===== config.mk =====
export PLATFORM = sky130hd
export DESIGN_NAME = counting_semaphore_unit
export DESIGN_NICKNAME = d
export VERILOG_FILES = /design/src/sv/csu_pkg.sv /design/src/sv/csu_ram.sv /design/src/sv/csu_ctrl.sv /design/src/sv/csu_dp.sv /design/src/sv/counting_semaphore_unit.sv
export SDC_FILE = /design/constraint.sdc
export NUM_CORES = 2
export LEC_CHECK = 0
export ABC_CLOCK_PERIOD_IN_PS = 5690
export BUFFER_PORTS_ARGS = -buffer_cell sky130_fd_sc_hd__clkbuf_2
export CAP_MARGIN = 10
export CORE_MARGIN = 5
export CORE_UTILIZATION = 30
export DETAILED_ROUTE_END_ITERATION = 7
export GPL_TIMING_DRIVEN = 0
export SLEW_MARGIN = 10
export SYNTH_ARGS = -nofsm -noshare
export SYNTH_HDL_FRONTEND = slang
export SYNTH_HIERARCHICAL = 1
export SYNTH_SLANG_ARGS = --single-unit

===== constraint.sdc =====
create_clock -name clk -period 5.69 [get_ports clk]
set_clock_uncertainty 0.2 [all_clocks]
set_input_delay 1.138 -clock clk [delete_from_list [all_inputs] [get_ports clk]]
set_output_delay 1.138 -clock clk [all_outputs]
set_load 0.01 [all_outputs]

===== src/sv/csu_pkg.sv =====
// csu_pkg: shared types and codes for the counting semaphore unit
// request/response words, controller command and status structs
// no dependencies
package csu_pkg;

	localparam logic [2:0] OP_INIT    = 3'd0;
	localparam logic [2:0] OP_WAIT    = 3'd1;
	localparam logic [2:0] OP_SIGNAL  = 3'd2;
	localparam logic [2:0] OP_DESTROY = 3'd3;
	localparam logic [2:0] OP_BLOCK   = 3'd4;

	localparam logic [1:0] STAT_OK    = 2'd0;
	localparam logic [1:0] STAT_FULL  = 2'd1;
	localparam logic [1:0] STAT_EMPTY = 2'd2;

	localparam logic signed [15:0] COUNT_MAX = 16'sh7fff;
	localparam logic signed [15:0] COUNT_MIN = 16'sh8000;

	typedef struct packed {
		logic [2:0]         op;
		logic [3:0]         sem_id;
		logic [7:0]         caller;
		logic signed [15:0] init_value;
	} req_t;

	typedef struct packed {
		logic       caller_suspended;
		logic       wake_valid;
		logic [7:0] woken_process;
		logic [1:0] status;
	} rsp_t;

	typedef struct packed {
		logic capture;
		logic update;
		logic finish;
	} csu_cmd_t;

	typedef struct packed {
		logic rsp_full;
	} csu_sts_t;

endpackage


===== src/sv/csu_ram.sv =====
// csu_ram: generic single write port, single read port RAM
// read data registered, no reset on contents; no dependencies
module csu_ram #(
	parameter int WIDTH = 8,
	parameter int DEPTH = 16
) (
	input  logic                                  clk,
	input  logic                                  we,
	input  logic [((DEPTH > 1) ? $clog2(DEPTH) : 1)-1:0] waddr,
	input  logic [WIDTH-1:0]                      wdata,
	input  logic                                  re,
	input  logic [((DEPTH > 1) ? $clog2(DEPTH) : 1)-1:0] raddr,
	output logic [WIDTH-1:0]                      rdata
);

	logic [WIDTH-1:0] mem [DEPTH];

	always_ff @(posedge clk) begin
		if (we) begin
			mem[waddr] <= wdata;
		end
		if (re) begin
			rdata <= mem[raddr];
		end
	end

endmodule


===== src/sv/csu_ctrl.sv =====
// csu_ctrl: request sequencer for the counting semaphore unit
// issues capture, update and finish commands; uses csu_pkg
module csu_ctrl import csu_pkg::*; (
	input  logic     clk,
	input  logic     arst_n,
	input  logic     req_valid,
	input  logic     rsp_stall,
	input  csu_sts_t sts,
	output csu_cmd_t cmd,
	output logic     ready
);

	localparam logic [1:0] ST_IDLE = 2'd0;
	localparam logic [1:0] ST_READ = 2'd1;
	localparam logic [1:0] ST_DONE = 2'd2;

	logic [1:0] state_q;
	logic [1:0] state_d;
	logic       out_free;
	logic       accept;

	always_comb begin
		out_free    = !sts.rsp_full || !rsp_stall;
		ready       = (state_q == ST_IDLE) || ((state_q == ST_DONE) && out_free);
		accept      = req_valid && ready;
		cmd.capture = accept;
		cmd.update  = (state_q == ST_READ);
		cmd.finish  = (state_q == ST_DONE) && out_free;
		state_d     = state_q;
		case (state_q)
			ST_IDLE: begin
				if (accept) begin
					state_d = ST_READ;
				end
			end
			ST_READ: begin
				state_d = ST_DONE;
			end
			ST_DONE: begin
				if (out_free) begin
					state_d = accept ? ST_READ : ST_IDLE;
				end
			end
			default: begin
				state_d = ST_IDLE;
			end
		endcase
	end

	always_ff @(posedge clk or negedge arst_n) begin
		if (!arst_n) begin
			state_q <= ST_IDLE;
		end else begin
			state_q <= state_d;
		end
	end

endmodule


===== src/sv/csu_dp.sv =====
// csu_dp: datapath of the counting semaphore unit
// semaphore record RAM, waiter RAM, update logic, response register
// uses csu_pkg and csu_ram
module csu_dp import csu_pkg::*; #(
	parameter int NUM_SEMAPHORES = 16,
	parameter int QUEUE_DEPTH    = 16,
	parameter int PROC_BITS      = 8
) (
	input  logic     clk,
	input  logic     arst_n,
	input  csu_cmd_t cmd,
	output csu_sts_t sts,
	input  req_t     req,
	input  logic     rsp_stall,
	output logic     rsp_valid,
	output rsp_t     rsp
);

	localparam int SEM_W  = (NUM_SEMAPHORES > 1) ? $clog2(NUM_SEMAPHORES) : 1;
	localparam int QAW    = $clog2(QUEUE_DEPTH);
	localparam int QFW    = $clog2(QUEUE_DEPTH + 1);
	localparam int WDEPTH = NUM_SEMAPHORES * QUEUE_DEPTH;
	localparam int WAW    = $clog2(WDEPTH);

	typedef struct packed {
		logic signed [15:0] count;
		logic [QAW-1:0]     head;
		logic [QAW-1:0]     tail;
		logic [QFW-1:0]     fill;
	} sem_entry_t;

	localparam int ENTRY_W = $bits(sem_entry_t);

	function automatic logic [QAW-1:0] next_slot(input logic [QAW-1:0] i);
		return (i == QAW'(QUEUE_DEPTH - 1)) ? '0 : i + 1'b1;
	endfunction

	logic [2:0]               op_q;
	logic [SEM_W-1:0]         sem_q;
	logic                     hit_q;
	logic [PROC_BITS-1:0]     caller_q;
	logic signed [15:0]       init_q;
	logic [NUM_SEMAPHORES-1:0] vld_q;
	logic                     vld_rd_q;
	logic                     req_hit;
	logic [SEM_W-1:0]         req_sem;
	logic [ENTRY_W-1:0]       ram_rdata;
	sem_entry_t               cur;
	sem_entry_t               nxt;
	logic signed [15:0]       c_dec;
	logic signed [15:0]       c_inc;
	logic                     sem_we;
	logic                     w_we;
	logic                     w_re;
	logic [QAW-1:0]           w_slot;
	logic [WAW-1:0]           w_addr;
	logic [PROC_BITS-1:0]     w_rdata;
	logic                     susp_d;
	logic                     wake_d;
	logic [1:0]               stat_d;
	logic                     susp_q;
	logic                     wake_q;
	logic [1:0]               stat_q;
	logic                     rsp_valid_q;
	rsp_t                     rsp_q;

	assign req_hit = ({28'd0, req.sem_id} < 32'(NUM_SEMAPHORES));
	assign req_sem = SEM_W'(req.sem_id);
	assign cur     = vld_rd_q ? sem_entry_t'(ram_rdata) : '0;
	assign c_dec   = (cur.count == COUNT_MIN) ? cur.count : cur.count - 16'sd1;
	assign c_inc   = (cur.count == COUNT_MAX) ? cur.count : cur.count + 16'sd1;
	assign w_addr  = WAW'(sem_q * QUEUE_DEPTH) + WAW'(w_slot);

	always_comb begin
		nxt    = cur;
		sem_we = 1'b0;
		w_we   = 1'b0;
		w_re   = 1'b0;
		w_slot = cur.tail;
		susp_d = 1'b0;
		wake_d = 1'b0;
		stat_d = STAT_OK;
		if (cmd.update && hit_q) begin
			case (op_q)
				OP_INIT: begin
					nxt.count = init_q;
					nxt.head  = '0;
					nxt.tail  = '0;
					nxt.fill  = '0;
					sem_we    = 1'b1;
				end
				OP_WAIT: begin
					if (c_dec[15]) begin
						if (cur.fill == QFW'(QUEUE_DEPTH)) begin
							stat_d = STAT_FULL;
						end else begin
							w_we      = 1'b1;
							w_slot    = cur.tail;
							nxt.tail  = next_slot(cur.tail);
							nxt.fill  = cur.fill + 1'b1;
							nxt.count = c_dec;
							susp_d    = 1'b1;
							sem_we    = 1'b1;
						end
					end else begin
						nxt.count = c_dec;
						sem_we    = 1'b1;
					end
				end
				OP_SIGNAL, OP_BLOCK: begin
					nxt.count = c_inc;
					sem_we    = 1'b1;
					susp_d    = (op_q == OP_BLOCK);
					if (c_inc[15] || (c_inc == 16'sd0)) begin
						if (cur.fill != '0) begin
							w_re     = 1'b1;
							w_slot   = cur.head;
							wake_d   = 1'b1;
							nxt.head = next_slot(cur.head);
							nxt.fill = cur.fill - 1'b1;
						end else begin
							stat_d = STAT_EMPTY;
						end
					end
				end
				OP_DESTROY: begin
					nxt.count = '0;
					nxt.head  = '0;
					nxt.tail  = '0;
					nxt.fill  = '0;
					sem_we    = 1'b1;
				end
				default: begin
					sem_we = 1'b0;
				end
			endcase
		end
	end

	csu_ram #(
		.WIDTH(ENTRY_W),
		.DEPTH(NUM_SEMAPHORES)
	) u_sem_ram (
		.clk  (clk),
		.we   (sem_we),
		.waddr(sem_q),
		.wdata(ENTRY_W'(nxt)),
		.re   (cmd.capture),
		.raddr(req_sem),
		.rdata(ram_rdata)
	);

	csu_ram #(
		.WIDTH(PROC_BITS),
		.DEPTH(WDEPTH)
	) u_waiter_ram (
		.clk  (clk),
		.we   (w_we),
		.waddr(w_addr),
		.wdata(caller_q),
		.re   (w_re),
		.raddr(w_addr),
		.rdata(w_rdata)
	);

	always_ff @(posedge clk) begin
		if (cmd.capture) begin
			op_q     <= req.op;
			sem_q    <= req_sem;
			hit_q    <= req_hit;
			caller_q <= PROC_BITS'(req.caller);
			init_q   <= req.init_value;
			vld_rd_q <= req_hit ? vld_q[req_sem] : 1'b0;
		end
		if (cmd.update) begin
			susp_q <= susp_d;
			wake_q <= wake_d;
			stat_q <= stat_d;
		end
		if (cmd.finish) begin
			rsp_q.caller_suspended <= susp_q;
			rsp_q.wake_valid       <= wake_q;
			rsp_q.woken_process    <= wake_q ? 8'(w_rdata) : 8'd0;
			rsp_q.status           <= stat_q;
		end
	end

	always_ff @(posedge clk or negedge arst_n) begin
		if (!arst_n) begin
			vld_q       <= '0;
			rsp_valid_q <= 1'b0;
		end else begin
			if (sem_we) begin
				vld_q[sem_q] <= 1'b1;
			end
			if (cmd.finish) begin
				rsp_valid_q <= 1'b1;
			end else if (!rsp_stall) begin
				rsp_valid_q <= 1'b0;
			end
		end
	end

	assign sts.rsp_full = rsp_valid_q;
	assign rsp_valid    = rsp_valid_q;
	assign rsp          = rsp_q;

endmodule


===== src/sv/counting_semaphore_unit.sv =====
// Bank of NUM_SEMAPHORES counting semaphores, each with a signed 16-bit count and a FIFO of
// up to QUEUE_DEPTH waiting process numbers. A request is read from the semaphore's record
// RAM in the accept cycle, updated (with at most one waiter RAM access) in the next cycle,
// and its response word is then loaded into the output register, raising rsp_valid, once
// the output is free. A new request can be taken on the edge that loads the previous
// response; none is taken while one is in its update step, because of the read-update loop
// on the record RAM. A stalled response holds the block after the update step. Records
// read as zero until first written, so no clearing pass follows reset.
// Depends on csu_pkg, csu_ctrl, csu_dp, csu_ram.
module counting_semaphore_unit import csu_pkg::*; #(
	parameter int NUM_SEMAPHORES = 16,
	parameter int QUEUE_DEPTH    = 16,
	parameter int PROC_BITS      = 8
) (
	input  logic clk,
	input  logic arst_n,
	input  logic req_valid,
	output logic req_stall,
	input  req_t req,
	output logic rsp_valid,
	input  logic rsp_stall,
	output rsp_t rsp
);

	csu_cmd_t cmd;
	csu_sts_t sts;
	logic     ready;

	csu_ctrl u_ctrl (
		.clk      (clk),
		.arst_n   (arst_n),
		.req_valid(req_valid),
		.rsp_stall(rsp_stall),
		.sts      (sts),
		.cmd      (cmd),
		.ready    (ready)
	);

	csu_dp #(
		.NUM_SEMAPHORES(NUM_SEMAPHORES),
		.QUEUE_DEPTH   (QUEUE_DEPTH),
		.PROC_BITS     (PROC_BITS)
	) u_dp (
		.clk      (clk),
		.arst_n   (arst_n),
		.cmd      (cmd),
		.sts      (sts),
		.req      (req),
		.rsp_stall(rsp_stall),
		.rsp_valid(rsp_valid),
		.rsp      (rsp)
	);

	assign req_stall = !ready;

`ifndef SYNTHESIS
	a_busy_after_accept: assert property (@(posedge clk) disable iff (!arst_n)
		(req_valid && !req_stall) |=> req_stall)
		else $error("request accepted while previous one still in update");

	a_rsp_follows_accept: assert property (@(posedge clk) disable iff (!arst_n)
		$rose(rsp_valid) |-> $past(req_valid && !req_stall, 3))
		else $error("response word appeared without a matching request");

	a_no_wake_value: assert property (@(posedge clk) disable iff (!arst_n)
		(rsp_valid && !rsp.wake_valid) |-> (rsp.woken_process == 8'd0))
		else $error("woken process number set without a wakeup");
`endif

endmodule

==> flow_metrics.env <==
export IMPL_status="complete, no violations"
export IMPL_remaining_drc_errors=0
export IMPL_p_per_area_mw_per_mm2=346
export IMPL_hold_ws_ns=0.215
export IMPL_ios=49
export IMPL_hold_depth=1
export IMPL_grt_ovfl_total=0
export IMPL_core_sq_mm=0.340
export IMPL_dpl_hpwl_mm=212
export IMPL_clkLatencyLatePin_ns=0.90
export IMPL_async_flop_share_pct=0.726
export IMPL_peakVddDrop_mv=0.274
export IMPL_syn_area_sq_mm=0.102
export IMPL_cp_max_fo=10
export IMPL_grt_pass1_wl_mm=426
export IMPL_synth_flop_cell="edfxtp_1"
export IMPL_fin_crit_ns=5.67
export IMPL_synthToLayoutAreaGrowth_pct=19.0
export IMPL_crit_path_start_kind="flip-flop"
export IMPL_cts_htree_levels=4
export IMPL_root_buffer="clkbuf_16"
export IMPL_leakage_uw=0.0367
export IMPL_ys_ff_latch=2616
export IMPL_hold_path_class="primary input to flip-flop"
export IMPL_syn_avg_cell_area_sq_um=20.6
export IMPL_place_ws_ns=-4.28
export IMPL_drv_slew=0
export IMPL_start_util_pct=30.1
export IMPL_cp_end_kind="flip-flop"
export IMPL_grt_pass1_vias=54000
export IMPL_synth_area_leaders="edfxtp_1 (76%), mux4_2 (13%), a22oi_1 (1.4%)"
export IMPL_cap_violations=0
export IMPL_grt_start_max_net_pins=62
export IMPL_drive_above_1_share_pct=30.0
export IMPL_die_area_sq_mm=0.353
export IMPL_dr_pass1_iters=6
export IMPL_first_iter_violations=7768
export IMPL_num_nets_final=5504
export IMPL_antenna_left=0
export IMPL_row_count=214
export IMPL_hold_viol_final=0
export IMPL_die_height_um=594
export IMPL_clock_path_buffers=4
export IMPL_max_freq_ghz=0.176
export IMPL_wl_mm=307
export IMPL_path_clk_slew_ns=0.07
export IMPL_cp_required_ns=6.14
export IMPL_cp_arrival_ns=6.12
export IMPL_synthTopCellsByCount="edfxtp_1 (2597), mux4_2 (569), nor2_1 (332)"
export IMPL_vias=55200
export IMPL_cts_sink_count=2616
export IMPL_synthesis_instances=4973
export IMPL_setup_ws_ns=0.0210
export IMPL_reg2reg_slack_ns=0.02
export IMPL_wire_per_inst_um=30.1
export IMPL_ys_warn_count=6
export IMPL_synth_edf_count=2597
export IMPL_fillCellCount=31000
export IMPL_worstMarginPinSlew_ns=1.40
export IMPL_gp_congestion=0.926
export IMPL_fin_setup_tns_ns=0
export IMPL_portBuffers=48
export IMPL_worstSetupPathType="flip-flop to flip-flop"
export IMPL_synth_most_common_cell="edfxtp_1"
export IMPL_rsz0062_at_grt="no"
export IMPL_synth_cell_types=85
export IMPL_antenna_found_initial=17
export IMPL_timing_final_crit_share_pct=99.6
export IMPL_fin_util_pct=35.9
export IMPL_yosys_area_top_type="edfxtp_1"
export IMPL_synth_top_area_share_pct=76.2
export IMPL_die_w_um=594
export IMPL_slew_headroom_pct=6.50
export IMPL_final_setup_viol_count=0
export IMPL_grt_usage_pct=16.8
export IMPL_synth_nets=5012
export IMPL_vias_per_cell=5.41
export IMPL_cts_buffers=245
export IMPL_r2r_cells=19
export IMPL_ys_seq_area_share_pct=76.6
export IMPL_tritoncts="done"
-- metal layers --
metal  GRT usage, %  wire [um]  part of all wire, %  up-vias
li1               -          -                    -    21900
met1           22.6     118000                   38    29500
met2           26.3     142000                   46     3184
met3           4.14      33100                   11      635
met4           7.03      14100                  4.6        8
met5         0.0668         52                0.017        -
-- registers in the layout (all words and copies together), names as in the netlist, 2 cells and up --
name / flops
u_dp/u_waiter_ram/mem: 2048
u_dp/vld_q: 16
u_dp/rsp: 12
u_dp/u_waiter_ram/rdata: 8
u_dp/u_sem_ram/mem: 464
u_dp/init_q: 16
u_ctrl/state_q: 2
u_dp/u_sem_ram/rdata: 29
u_dp/stat_q: 2
u_dp/sem_q: 4
u_dp/op_q: 3
u_dp/caller_q: 8
-- area by class of cell --
type                    count  area (sq um)  share of cell area [%]
plain buffers             300          2510                    2.06
diodes                      8          20.0                  0.0164
multi-input cells        2042         24000                    19.7
inverters                  13          50.0                  0.0411
clock inverters           149          1410                    1.16
well taps                4536          5680                    4.66
flip-flops and latches   2616         78500                    64.4
clock buffers             292          6330                    5.19
repair buffers            247          3410                    2.80
-- timing repair --
item	in CTS	in global routing
hold buffers	1	0
buffers inserted	36	21
cloned	0	0
resized for setup	520	152
endpoints found under the hold margin	3	0
setup endpoints to repair	2503	1113
pin swaps	32	17
-- path summary, 6_finish.rpt --
kind	start	to
max in group asynchronous	arst_n	u_dp/vld_q[3]$_DFFE_PN0P_
max	u_dp/vld_rd_q$_DFFE_PP_	u_dp/u_waiter_ram/rdata[2]$_DFFE_PP_
min in group asynchronous	arst_n	u_dp/rsp_valid$_DFFE_PN0P_
max reg2reg	u_dp/vld_rd_q$_DFFE_PP_	u_dp/u_waiter_ram/rdata[2]$_DFFE_PP_
min	req[6]	u_dp/init_q[6]$_DFFE_PP_
min reg2reg	u_dp/susp_q$_SDFFCE_PN0P_	u_dp/rsp[11]$_DFFE_PP_
-- cell families after synthesis --
group	synth area share, %
simple gates	3.27
buf+inv	1.80
flops	76.6
fa+ha+maj	0.0586
mux	14.1
xor+xnor	0.0855
compound gates	4.05
-- placed cells by master, fill, tap and decap left out, types with 22 or more instances in the layout --
master | synthesis | routed
buf_8 | 14 | 64
clkbuf_1 | 154 | 122
nor2_1 | 332 | 152
o21ai_0 | 29 | 22
nor2_2 | 0 | 71
buf_2 | 44 | 31
buf_4 | 30 | 109
a22oi_1 | 196 | 183
buf_6 | 27 | 39
clkinv_1 | 1 | 67
clkinv_2 | 0 | 38
clkbuf_2 | 1 | 85
nand3_1 | 52 | 44
edfxtp_1 | 2597 | 2597
o22ai_1 | 37 | 33
nor3_1 | 41 | 23
clkbuf_4 | 0 | 28
o221ai_1 | 46 | 39
bufinv_16 | 0 | 25
mux4_2 | 569 | 569
nand2_1 | 125 | 122
clkbuf_16 | 0 | 249
buf_16 | 0 | 60
mux2i_1 | 141 | 139
nor2b_1 | 40 | 35
nor2_4 | 0 | 109
a21oi_1 | 132 | 124
buf_12 | 8 | 40
-- through the flow --
| stage | instance area, sq um | cells | power [uW] |
|---|---|---|---|
| CTS | 121000 | 10200 | 42200 |
| detailed placement | 111000 | 9692 | 26100 |
| global route | 122000 | 10200 | 43300 |
| finish | 122000 | 10200 | 42100 |
| global placement | 108000 | 9557 | 25900 |
| floorplan | 102000 | 4973 | 24200 |
-- critical path: stages (launching register included) --
cell             delay, ns
edfxtp_1              0.48
buf_4                 0.23
clkbuf_4              0.22
buf_4                 0.21
nand2_1               0.13
ha_2                  0.23
nor3b_4               0.21
nor2b_4               0.24
nor2_4                0.06
nand2_4               0.13
mux2i_1               0.11
nor2_2                0.43
buf_4                 0.43
clkbuf_4              0.47
nand2_1               0.25
o21ai_0               0.41
a2111oi_1             0.15
clkdlybuf4s18_2       0.35
nor3_2                0.37
nor4_2                0.10
-- report_power, final --
group,switching (uW),leakage (uW),internal (uW)
logic,2830,0.00926,1640
clock network,7080,0.00376,9020
registers,106,0.0237,21400
total,10000,0.0367,32100
(Power assumes the default switching activity.)
